--- src/rtl/qdc_pkg.sv ---
// Shared types and constants for the quadrature detent counter.
package qdc_pkg;

	localparam int POS_W    = 32;
	localparam int ACC_W    = 4;
	localparam int CFG_IDX_W = 2;

	// Register indexes on the configuration port
	localparam logic [CFG_IDX_W-1:0] REG_MIN_POSITION = 2'd0;
	localparam logic [CFG_IDX_W-1:0] REG_MAX_POSITION = 2'd1;
	localparam logic [CFG_IDX_W-1:0] REG_COUNT_ENABLE = 2'd2;

	// Request kinds
	localparam logic CMD_PIN_SAMPLE = 1'b0;
	localparam logic CMD_LOAD       = 1'b1;

	// Reset values
	localparam logic [1:0]              AB_RESET  = 2'b11;
	localparam logic signed [POS_W-1:0] MIN_RESET = 32'sh8000_0000;
	localparam logic signed [POS_W-1:0] MAX_RESET = 32'sh7FFF_FFFF;

	// Accumulator values that complete a detent
	localparam logic signed [ACC_W-1:0] ACC_UP_LIMIT   = 4'sd4;
	localparam logic signed [ACC_W-1:0] ACC_DOWN_LIMIT = -4'sd4;

	// Transition table indexed by {old_ab, new_ab}
	localparam logic signed [1:0] TRANS_TABLE [16] = '{
		2'sd0,  -2'sd1, 2'sd1,  2'sd0,
		2'sd1,  2'sd0,  2'sd0,  -2'sd1,
		-2'sd1, 2'sd0,  2'sd0,  2'sd1,
		2'sd0,  2'sd1,  -2'sd1, 2'sd0
	};

	// Outcome of decoding one pin sample
	typedef struct packed {
		logic                    detent;
		logic                    up;
		logic signed [ACC_W-1:0] acc_next;
		logic [1:0]              ab_next;
	} step_t;

endpackage

--- src/rtl/qdc_step.sv ---
// Transition decode and step accumulator update for one pin sample.
module qdc_step (
	input  logic                            active,
	input  logic [1:0]                      prev_ab,
	input  logic signed [qdc_pkg::ACC_W-1:0] acc,
	input  logic                            pin_a,
	input  logic                            pin_b,
	output qdc_pkg::step_t                  step
);

	logic [3:0]                       idx;
	logic signed [qdc_pkg::ACC_W-1:0] sum;
	logic                             hit_up;
	logic                             hit_down;

	assign idx      = {prev_ab, pin_a, pin_b};
	assign sum      = acc + qdc_pkg::ACC_W'(qdc_pkg::TRANS_TABLE[idx]);
	assign hit_up   = (sum == qdc_pkg::ACC_UP_LIMIT);
	assign hit_down = (sum == qdc_pkg::ACC_DOWN_LIMIT);

	always_comb begin
		step.detent   = active && (hit_up || hit_down);
		step.up       = hit_up;
		step.ab_next  = active ? {pin_a, pin_b} : prev_ab;
		if (!active) begin
			step.acc_next = acc;
		end else if (hit_up || hit_down) begin
			step.acc_next = '0;
		end else begin
			step.acc_next = sum;
		end
	end

endmodule

--- src/rtl/qdc_wrap.sv ---
// Next position: load or detent step, then wrap into [min, max].
module qdc_wrap (
	input  logic                             load,
	input  logic signed [qdc_pkg::POS_W-1:0] load_value,
	input  logic signed [qdc_pkg::POS_W-1:0] cur_pos,
	input  qdc_pkg::step_t                   step,
	input  logic signed [qdc_pkg::POS_W-1:0] min_pos,
	input  logic signed [qdc_pkg::POS_W-1:0] max_pos,
	output logic signed [qdc_pkg::POS_W-1:0] next_pos
);

	// one bit wider so the step cannot overflow before the wrap
	logic signed [qdc_pkg::POS_W:0] inc;
	logic signed [qdc_pkg::POS_W:0] raw;
	logic signed [qdc_pkg::POS_W:0] lo;
	logic signed [qdc_pkg::POS_W:0] hi;

	always_comb begin
		if (!step.detent) begin
			inc = '0;
		end else if (step.up) begin
			inc = (qdc_pkg::POS_W+1)'(1);
		end else begin
			inc = '1;
		end
		if (load) begin
			raw = (qdc_pkg::POS_W+1)'(load_value);
		end else begin
			raw = (qdc_pkg::POS_W+1)'(cur_pos) + inc;
		end
		lo = (qdc_pkg::POS_W+1)'(min_pos);
		hi = (qdc_pkg::POS_W+1)'(max_pos);
		if (raw < lo) begin
			next_pos = max_pos;
		end else if (raw > hi) begin
			next_pos = min_pos;
		end else begin
			next_pos = raw[qdc_pkg::POS_W-1:0];
		end
	end

endmodule

--- src/rtl/quadrature_detent_counter.sv ---
// Top level of the quadrature detent counter.
//
// Usage:
//   Requests enter on the s_ stream. s_tuser is the kind: 0 = pin sample,
//   1 = load position. A pin sample is decoded 4x against the previous A/B
//   pair; four steps in one direction make a detent and move the position
//   by one. A load sets the position from load_value. After every request
//   the position wraps into [min_position, max_position].
//   Each request gives one result on the m_ stream: position on m_tdata and
//   the detent flag on m_tuser.
// Timing:
//   A request is held in the input register, then decoded and stored in the result register.
//   One request per cycle is sustained while m_tready stays high; the rate is set by the single
//   decode/add/wrap pass between the input register and the result register.
// Reset: arst_n clears both stages, A/B pair to both-high, accumulator and
//   position to 0, and the registers to full range with counting enabled.
// Stall: when m_tready is low the result holds, the input register keeps one
//   more request, and s_tready drops once both are full.
// Configuration: write with cfg_we only while the block is idle.
module quadrature_detent_counter (
	input  logic                           clk,
	input  logic                           arst_n,
	// request stream
	input  logic                           s_tvalid,
	output logic                           s_tready,
	input  logic [39:0]                    s_tdata,   // [0] pin_a, [1] pin_b, [33:2] load_value
	input  logic                           s_tuser,   // [0] cmd
	// result stream
	output logic                           m_tvalid,
	input  logic                           m_tready,
	output logic [31:0]                    m_tdata,   // [31:0] position
	output logic                           m_tuser,   // [0] detent_seen
	// configuration
	input  logic                           cfg_we,
	input  logic [qdc_pkg::CFG_IDX_W-1:0]  cfg_index,
	input  logic [31:0]                    cfg_data
);

	// configuration registers
	logic signed [qdc_pkg::POS_W-1:0] min_pos_q;
	logic signed [qdc_pkg::POS_W-1:0] max_pos_q;
	logic                             count_en_q;

	// decoder state
	logic [1:0]                       prev_ab_q;
	logic signed [qdc_pkg::ACC_W-1:0] acc_q;
	logic signed [qdc_pkg::POS_W-1:0] pos_q;

	// input register
	logic                             valid_s1;
	logic                             cmd_s1;
	logic                             pin_a_s1;
	logic                             pin_b_s1;
	logic signed [qdc_pkg::POS_W-1:0] load_s1;

	// result register
	logic                             out_valid_q;
	logic signed [qdc_pkg::POS_W-1:0] out_pos_q;
	logic                             out_detent_q;

	logic                             out_free;
	logic                             advance;
	logic                             s_accept;
	qdc_pkg::step_t                   step;
	logic signed [qdc_pkg::POS_W-1:0] next_pos;

	// result register can take a new value when empty or being drained
	assign out_free = !out_valid_q || m_tready;
	assign advance  = valid_s1 && out_free;
	assign s_tready = !valid_s1 || out_free;
	assign s_accept = s_tvalid && s_tready;

	always_ff @(posedge clk or negedge arst_n) begin
		if (!arst_n) begin
			min_pos_q  <= qdc_pkg::MIN_RESET;
			max_pos_q  <= qdc_pkg::MAX_RESET;
			count_en_q <= 1'b1;
		end else if (cfg_we) begin
			case (cfg_index)
				qdc_pkg::REG_MIN_POSITION: min_pos_q  <= cfg_data;
				qdc_pkg::REG_MAX_POSITION: max_pos_q  <= cfg_data;
				qdc_pkg::REG_COUNT_ENABLE: count_en_q <= cfg_data[0];
				default: ;
			endcase
		end
	end

	// input register
	always_ff @(posedge clk or negedge arst_n) begin
		if (!arst_n) begin
			valid_s1 <= 1'b0;
		end else if (s_tready) begin
			valid_s1 <= s_tvalid;
		end
	end

	always_ff @(posedge clk) begin
		if (s_accept) begin
			cmd_s1   <= s_tuser;
			pin_a_s1 <= s_tdata[0];
			pin_b_s1 <= s_tdata[1];
			load_s1  <= s_tdata[33:2];
		end
	end

	qdc_step u_step (
		.active  (cmd_s1 == qdc_pkg::CMD_PIN_SAMPLE && count_en_q),
		.prev_ab (prev_ab_q),
		.acc     (acc_q),
		.pin_a   (pin_a_s1),
		.pin_b   (pin_b_s1),
		.step    (step)
	);

	qdc_wrap u_wrap (
		.load       (cmd_s1 == qdc_pkg::CMD_LOAD),
		.load_value (load_s1),
		.cur_pos    (pos_q),
		.step       (step),
		.min_pos    (min_pos_q),
		.max_pos    (max_pos_q),
		.next_pos   (next_pos)
	);

	// state commits as the request moves into the result register
	always_ff @(posedge clk or negedge arst_n) begin
		if (!arst_n) begin
			prev_ab_q <= qdc_pkg::AB_RESET;
			acc_q     <= '0;
			pos_q     <= '0;
		end else if (advance) begin
			prev_ab_q <= step.ab_next;
			acc_q     <= step.acc_next;
			pos_q     <= next_pos;
		end
	end

	always_ff @(posedge clk or negedge arst_n) begin
		if (!arst_n) begin
			out_valid_q <= 1'b0;
		end else if (out_free) begin
			out_valid_q <= valid_s1;
		end
	end

	always_ff @(posedge clk) begin
		if (advance) begin
			out_pos_q    <= next_pos;
			out_detent_q <= step.detent;
		end
	end

	assign m_tvalid = out_valid_q;
	assign m_tdata  = out_pos_q;
	assign m_tuser  = out_detent_q;

	// accumulator never rests at a detent value
	a_acc_range: assert property (@(posedge clk) disable iff (!arst_n)
		acc_q != qdc_pkg::ACC_UP_LIMIT && acc_q != qdc_pkg::ACC_DOWN_LIMIT)
		else $error("step accumulator left its range");

	// a load never reports a detent
	a_load_no_detent: assert property (@(posedge clk) disable iff (!arst_n)
		advance && cmd_s1 == qdc_pkg::CMD_LOAD |=> !out_detent_q)
		else $error("detent reported on a load");

	// decoder state only moves when a request commits
	a_state_hold: assert property (@(posedge clk) disable iff (!arst_n)
		!advance |=> $stable(prev_ab_q) && $stable(acc_q) && $stable(pos_q))
		else $error("decoder state changed without a request");

	// both stages full and stalled: no new request taken
	a_no_overrun: assert property (@(posedge clk) disable iff (!arst_n)
		valid_s1 && out_valid_q && !m_tready |-> !s_tready)
		else $error("request accepted into a full pipeline");

	// every result comes with the position register updated to it
	a_result_matches: assert property (@(posedge clk) disable iff (!arst_n)
		advance |=> out_pos_q == pos_q)
		else $error("result position differs from stored position");

endmodule

--- config.mk ---
export PLATFORM = sky130hd
export DESIGN_NAME = quadrature_detent_counter
export DESIGN_NICKNAME = d
export VERILOG_FILES = /design/src/rtl/qdc_pkg.sv /design/src/rtl/qdc_step.sv /design/src/rtl/qdc_wrap.sv /design/src/rtl/quadrature_detent_counter.sv
export SDC_FILE = /design/constraint.sdc
export NUM_CORES = 1
export LEC_CHECK = 0
export ABC_CLOCK_PERIOD_IN_PS = 11400
export CORE_ASPECT_RATIO = 2
export CORE_MARGIN = 10
export CORE_UTILIZATION = 52
export DETAILED_ROUTE_END_ITERATION = 10
export DONT_BUFFER_PORTS = 1
export HOLD_SLACK_MARGIN = 0.1
export PLACE_DENSITY = 0.76
export REMOVE_ABC_BUFFERS = 1
export SYNTH_ARGS = -nofsm -noshare
export SYNTH_HDL_FRONTEND = slang
export SYNTH_SLANG_ARGS = --single-unit
--- constraint.sdc ---
create_clock -name clk -period 11.4 [get_ports clk]
set_input_delay 1.71 -clock clk [delete_from_list [all_inputs] [get_ports clk]]
set_output_delay 1.71 -clock clk [all_outputs]
set_load 0.05 [all_outputs]
# [After elaboration in Yosys (flattened, before gate mapping)]
# Memories as Yosys holds them, arrays and structs flattened.
# Cells that the tools add are included.
[word_totals] romBits=32 memories=1 ramBits=0 latch_bits=0 input_bits=80 ff_bits=173 out_inout_bits=35 word_cells=48
[classes] eq_ne=4 addsub=2 n_bitwise=2 mul=0 reduce_logical=14 n_lt_le_gt_ge=3 n_div=0 mux=8 shift=0
[mem_list] name="(name not given)" words=16 word_bits=2 read_ports=1 rd_clocked_by_memory_dff=0 wr=0 line="qdc_step.sv:17" rtl="assign sum = acc + qdc_pkg::ACC_W'(qdc_pkg::TRANS_TABLE[idx]);"
[op_table] operator="$mux 33" n=3
[op_table] operator="$mux 32" n=2
[op_table] operator="$add 32x33->33" n=1
[op_table] operator="$gt 33x32->1" n=1
[op_table] operator="$lt 33x32->1" n=1
[op_table] operator="$reduce_and 2->1" n=4
[op_table] operator="$ge 5x5->1 const B" n=1
[op_table] operator="$not 4->5" n=1
[op_table] operator="$add 4x2->4" n=1
[op_table] operator="$eq 4x3->1 const B" n=1
[op_table] operator="$eq 4x4->1 const B" n=1
[op_table] operator="$logic_and 1x1->1" n=4
[op_table] operator="$mux 2" n=2
[op_table] operator="$mux 4" n=1
[op_table] operator="$logic_or 1x1->1" n=3
[op_table] operator="$eq 2x1->1 const B" n=1
[op_table] operator="$eq 2x2->1 const B" n=1
[op_table] operator="$logic_not 1->1" n=2
[op_table] operator="$logic_not 2->1" n=1
[op_table] operator="$not 1->1" n=1

# [Logic depth before layout (Yosys ltp)]
[depth] word_depth=14 ltp_mapped=38 mapped_depth_nobuf=32

# [By module]
# From an unflattened synthesis, not the netlist that was laid out.
[hier_totals] hier_cells=1020 area_unflattened_um2=10754.1
[by_module_without_submodules] mod="quadrature_detent_counter" instances=1 area_per_inst_um2=6038.3 cells_per_inst=297
[by_module_without_submodules] mod="qdc_wrap" instances=1 area_per_inst_um2=4414.2 cells_per_inst=692
[by_module_without_submodules] mod="qdc_step" instances=1 area_per_inst_um2=301.5 cells_per_inst=31

# [Least setup slack after synthesis]
# Ideal clock, no wire load.
[synth_timing] kind="register -> register" start="reg pin_a_s1" end="reg out_pos_q, in the netlist m_tdata[12], data pin" slack_ns=3.871 required_time_ns=11.130 path_stages_with_launch=34 path_buffers=6 setup_time_ns=0.270 synth_period_minus_slack_ns=7.529 arrival_time_ns=7.259 path_cell_list="edfxtp_1 -> ha_1 -> mux4_2 -> fa_1 -> nor3_1 -> nand2_1 -> inv_1 -> nand2_1 -> buf_4 -> buf_4 -> buf_4 -> xnor2_1 -> ha_1 -> nand4_1 -> or3_1 -> a2111oi_2 -> o21bai_1 -> o22ai_1 -> a21oi_1 -> xor2_1 -> o21ai_1 -> ha_1 -> a21o_1 -> a21o_1 -> a21oi_1 -> o2111ai_1 -> o221ai_1 -> a21o_1 -> buf_2 -> clkbuf_1 -> clkbuf_1 -> nor2_1 -> a21oi_1 -> o21ai_0"
[synth_between] elab_chain_len=14 word_cells_on_any_way=17 cone_classes="2 x add/sub; 2 x order compare; 2 x eq/ne; 7 x mux; 1 x bitwise; 2 x reduce/logical; 1 x memory"
[synth_lines] item="start, declared" line="quadrature_detent_counter.sv:52" rtl="logic pin_a_s1;"
[synth_lines] item="start signal, assigned" line="quadrature_detent_counter.sv:100" rtl="pin_a_s1 <= s_tdata[0];"
[synth_lines] item="$not 4->5 (implied by the code) *" line="qdc_step.sv:17"
[synth_lines] item="$mem_v2 16x2 *"
[synth_lines] item="$mux 2 (implied by the code) * (2 in series)" line="qdc_step.sv:17"
[synth_lines] item="$add 4x2->4 *" line="qdc_step.sv:17"
[synth_lines] item="$eq 4x4->1 or $eq 4x3->1 (tied branches)" line="qdc_step.sv:18, qdc_step.sv:19"
[synth_lines] item="$logic_or 1x1->1" line="qdc_step.sv:22" rtl="step.detent = active && (hit_up || hit_down);"
[synth_lines] item="$logic_and 1x1->1" line="qdc_step.sv:22"
[synth_lines] item="$mux 33 *" line="qdc_wrap.sv:19" rtl="if (!step.detent) begin"
[synth_lines] item="$add 32x33->33 *" line="qdc_wrap.sv:29" rtl="raw = (qdc_pkg::POS_W+1)'(cur_pos) + inc;"
[synth_lines] item="$mux 33 *" line="qdc_wrap.sv:26" rtl="if (load) begin"
[synth_lines] item="$gt 33x32->1" line="qdc_wrap.sv:35" rtl="end else if (raw > hi) begin"
[synth_lines] item="$mux 32" line="qdc_wrap.sv:35"
[synth_lines] item="$mux 32 *" line="qdc_wrap.sv:33" rtl="if (raw < lo) begin"
[synth_lines] item="named net next_pos, one bit" line="quadrature_detent_counter.sv:65" rtl="logic signed [qdc_pkg::POS_W-1:0] next_pos;"
[synth_lines] item="end signal, assigned" line="quadrature_detent_counter.sv:148" rtl="out_pos_q <= next_pos;"
[synth_lines] item="end, declared" line="quadrature_detent_counter.sv:58" rtl="logic signed [qdc_pkg::POS_W-1:0] out_pos_q;"
# Mark *: on every way through the listed nets, which the timed path passes. The rest lies on a longest branch. The select of a mux whose other input is x is not followed.
# A chain may end at the register's enable or synchronous reset.

# [Worst setup path in the final report]
[layout_timing] start="reg pin_b_s1" end="reg pos_q[19] in the netlist's numbering"
[layout_between] elab_chain_len=14 word_cells_on_any_way=17 cone_classes="2 x add/sub; 2 x order compare; 2 x eq/ne; 7 x mux; 1 x bitwise; 2 x reduce/logical; 1 x memory"
[layout_lines] item="start, declared" line="quadrature_detent_counter.sv:53" rtl="logic pin_b_s1;"
[layout_lines] item="start signal, assigned" line="quadrature_detent_counter.sv:101" rtl="pin_b_s1 <= s_tdata[1];"
[layout_lines] item="$not 4->5 (implied by the code) *" line="qdc_step.sv:17"
[layout_lines] item="$mem_v2 16x2 *"
[layout_lines] item="$mux 2 (implied by the code) * (2 in series)" line="qdc_step.sv:17"
[layout_lines] item="$add 4x2->4 *" line="qdc_step.sv:17"
[layout_lines] item="$eq 4x4->1 or $eq 4x3->1 (tied branches)" line="qdc_step.sv:18, qdc_step.sv:19"
[layout_lines] item="$logic_or 1x1->1" line="qdc_step.sv:22"
[layout_lines] item="$logic_and 1x1->1" line="qdc_step.sv:22"
[layout_lines] item="$mux 33 *" line="qdc_wrap.sv:19"
[layout_lines] item="$add 32x33->33 *" line="qdc_wrap.sv:29"
[layout_lines] item="$mux 33 *" line="qdc_wrap.sv:26"
[layout_lines] item="$gt 33x32->1" line="qdc_wrap.sv:35"
[layout_lines] item="$mux 32" line="qdc_wrap.sv:35"
[layout_lines] item="$mux 32 *" line="qdc_wrap.sv:33"
[layout_lines] item="named net next_pos, one bit" line="quadrature_detent_counter.sv:65"
[layout_lines] item="end signal, assigned" line="quadrature_detent_counter.sv:134" rtl="pos_q <= next_pos;"
[layout_lines] item="end, declared" line="quadrature_detent_counter.sv:47" rtl="logic signed [qdc_pkg::POS_W-1:0] pos_q;"
# Marked as above.

==> run_results.csv <==
group,metric,value,unit
synth,netlist_area,10700,sq um
clock_tree,cts_hold_buf,0,
floorplan,initial_utilization,52.6,%
global_route,antenna_found_initial,0,
sta,fin_tns_setup,0,ns
floorplan,pin_count,115,
synth,synth_edf_count,68,
synth,synth.ff_latch_count,173,
clock_tree,clkLatencyLatePin,0.46,ns
detailed_routing,wl_per_cell,22.6,um
synth,synth_cells,1083,
floorplan,num_rows,74,
setup_path,end_kind,"flip-flop",
clock_tree,cts.repair.resized,0,
clock_tree,clk_pin_slew,0.07,ns
clock_tree,cts_buffer_depth,2,
final_layout,fillers,1754,
sta,hold_violations,0,
final_layout,fin_cells,1339,
final_layout,syn_to_final_growth,7.30,%
min_path,hold_path_class,"flip-flop to flip-flop",
clock_tree,clock-root-buffer,"clkbuf_16",
detailed_routing,viasPerCell,6.17,
detailed_routing,dr.pass1.iters,5,
final_layout,final_nets,1219,
sta,tightest_slew,1.01,ns
placement,post_dp_cell_area,10900,sq um
sta,slew_violations,0,
sta,max_freq,108,MHz
synth,yosysSeqAreaShare,44.2,%
detailed_routing,routed_wl,30200,um
final_layout,layout_common_cells,"nand2_1, ha_1, inv_1",
final_layout,multi_input_area,5440,sq um
pwr,total_power,0.00309,W
sta,setup_viol,0,
global_route,grt_remaining_overflow,0,
synth,synthArstFlopShare,60.7,%
pwr,irDropWorstVdd,0.177,mV
detailed_routing,drcViolationCount,0,
setup_path,cp_max_fo,30,
sta,finalClockSkew,0.00979,ns
final_layout,design_area,11500,sq um
final_layout,insertedDiodeCount,0,
detailed_routing,drtAntennaViolNets,0,
pwr,power_density,270,nW/um^2
sta,rsz0062_at_grt,"false",
setup_path,worstPathRequired,11.74,ns
synth,avgSynthCellArea,9.86,sq um
floorplan,dieHeight,223,um
setup_path,crit_type,"flip-flop to flip-flop",
global_route,grt_pass1_wl,47100,um
floorplan,dieArea,27000,sq um
global_route,grt_max_degree,106,
setup_path,cp_num_buf_inv,5,
synth,synth_cell_types,79,
setup_path,cp_slowest_cell,"a311oi_1",
setup_path,start_kind,"flip-flop",
setup_path,crit_path_max_incr_delay,0.65,ns
final_layout,utilization,56.5,%
placement,io_buffers,0,
final_layout,final_common_cell,"nand2_1",
clock_tree,clock_sinks,173,
final_layout,drive_gt1_share,15.2,%
clock_tree,cts_buffers,17,
setup_path,cp_top_family,"compound AO/OA/AOI/OAI gates",
placement,routabilityCongestion,0.965,
synth,synth_ff_type,"dfrtp_1",
global_route,grt_pass1_vias,8617,
placement,dp_cells,1307,
floorplan,core,20300,sq um
placement,dp.final_hpwl,22100,um
floorplan,fp.dieW,121,um
job,drv_cap,0,
setup_path,worstPathArrival,9.56,ns
pwr,p_leak,4.68,nW
synth,synth_warnings,0,
clock_tree,cts_setup_buffers,0,
sta,fin_crit_sh,80.9,%
clock_tree,tritoncts,"yes",
detailed_routing,dr.first_iter.drc_count,532,
clock_tree,cts_htree_levels,4,
sta,slew-limit-headroom,32.9,%
global_route,grt_usage,22.5,%
final_layout,seqCellArea,4710,sq um
detailed_routing,vias,8267,
sta,period_needed,9.22,ns
run_status,status,"finished clean",
synthesized netlist by cell type, types with 5 or more instances:
cell type | n | area share [%]
a2111oi_0 | 6 | 0.49
a211oi_1 | 6 | 0.42
a21o_1 | 18 | 1.3
a21oi_1 | 42 | 2.0
a31oi_1 | 9 | 0.53
and3_1 | 5 | 0.29
buf_1 | 5 | 0.18
buf_2 | 8 | 0.38
clkbuf_1 | 38 | 1.3
dfrtp_1 | 70 | 16
dfstp_2 | 35 | 8.6
edfxtp_1 | 68 | 19
ha_1 | 78 | 9.1
inv_1 | 74 | 2.6
mux2_2 | 61 | 6.4
mux2i_1 | 21 | 2.0
nand2_1 | 129 | 4.5
nand2b_1 | 7 | 0.41
nand3_1 | 19 | 0.89
nand4_1 | 24 | 1.4
nor2_1 | 63 | 2.2
nor2b_1 | 7 | 0.41
nor3_1 | 19 | 0.89
nor4_1 | 16 | 0.94
o21a_1 | 5 | 0.35
o21ai_0 | 56 | 2.6
o21ai_1 | 54 | 2.5
o31ai_1 | 7 | 0.49
or3_1 | 6 | 0.35
xnor2_1 | 26 | 2.1
xor2_1 | 11 | 0.90
registers in the layout, indices dropped and copies added, names as in the netlist:
register    cells
m_tdata        32
cmd_s1          1
acc_q           4
pin_a_s1        1
count_en_q      1
m_tuser         1
load_s1        32
pos_q          32
max_pos_q      32
valid_s1        1
prev_ab_q       2
pin_b_s1        1
min_pos_q      32
m_tvalid        1
power by group:
| part | switching, W | internal [W] |
|---|---|---|
| Combinational | 0.000783 | 0.000503 |
| Clock | 0.000266 | 0.000306 |
| Sequential | 0.000357 | 0.000876 |
| Total | 0.00141 | 0.00168 |
worst paths after layout:
kind                          start  slack (ns)             to  depth (start not counted)
hold / removal             acc_q[2]        0.49       acc_q[2]                          2
setup / recovery           pin_b_s1        2.18      pos_q[19]                         32
min in group asynchronous    arst_n        0.94   min_pos_q[0]                          0
hold reg to reg            acc_q[2]        0.49       acc_q[2]                          2
max in group asynchronous    arst_n       10.19  max_pos_q[11]                          0
setup reg to reg           pin_b_s1        2.18      pos_q[19]                         32
logic make-up (layout without fill, tap and decap cells):
group	after synthesis	count (layout)	share of synthesized area [%]
xor+xnor	39	39	3.48
fa+ha+maj	80	80	9.42
simple gates	315	315	13.9
flops	173	173	44.2
compound gates	261	261	15.5
buf+inv	132	122	4.95
mux	83	83	8.62
layer usage:
| metal | vias to the layer above | share of wire, % | global-route usage [%] |
|---|---|---|---|
| met4 | 0 | 6.6 | 15.2 |
| met5 | - | 0 | 0 |
| met1 | 4046 | 34 | 21.9 |
| met3 | 96 | 4.3 | 4.95 |
| li1 | 3876 | - | - |
| met2 | 249 | 55 | 40.8 |
layout make-up:
class	instances	share of cell area [%]
multi-input cells	778	47.5
flip-flops and latches	173	41.2
clock buffers	19	3.78
well taps	266	2.91
inverters	76	2.49
clock inverters	13	1.14
repair buffers	14	1.03
worst register-to-register path: cells and delay by family (launching register included):
| kind | cells | cell delay (ns) |
|---|---|---|
| DFF | 1 | 0.38 |
| AOI/OAI and AO/OA | 12 | 3.41 |
| muxes | 2 | 0.85 |
| xor gates and xnor gates | 3 | 0.52 |
| adders and majority gates | 4 | 1.23 |
| and+or+nand+nor | 6 | 1.65 |
| buffers and inverters | 5 | 1.06 |
per-stage QoR:
step           setup WS (ns)  hold slack, ns
2_1_floorplan           2.99           0.455
4_1_cts                 2.25           0.495
3_3_place_gp            2.41           0.470
6_report                2.18           0.489
3_5_place_dp            2.33           0.480
5_1_grt                 1.67           0.527
Power figures use the tool's default switching activity.
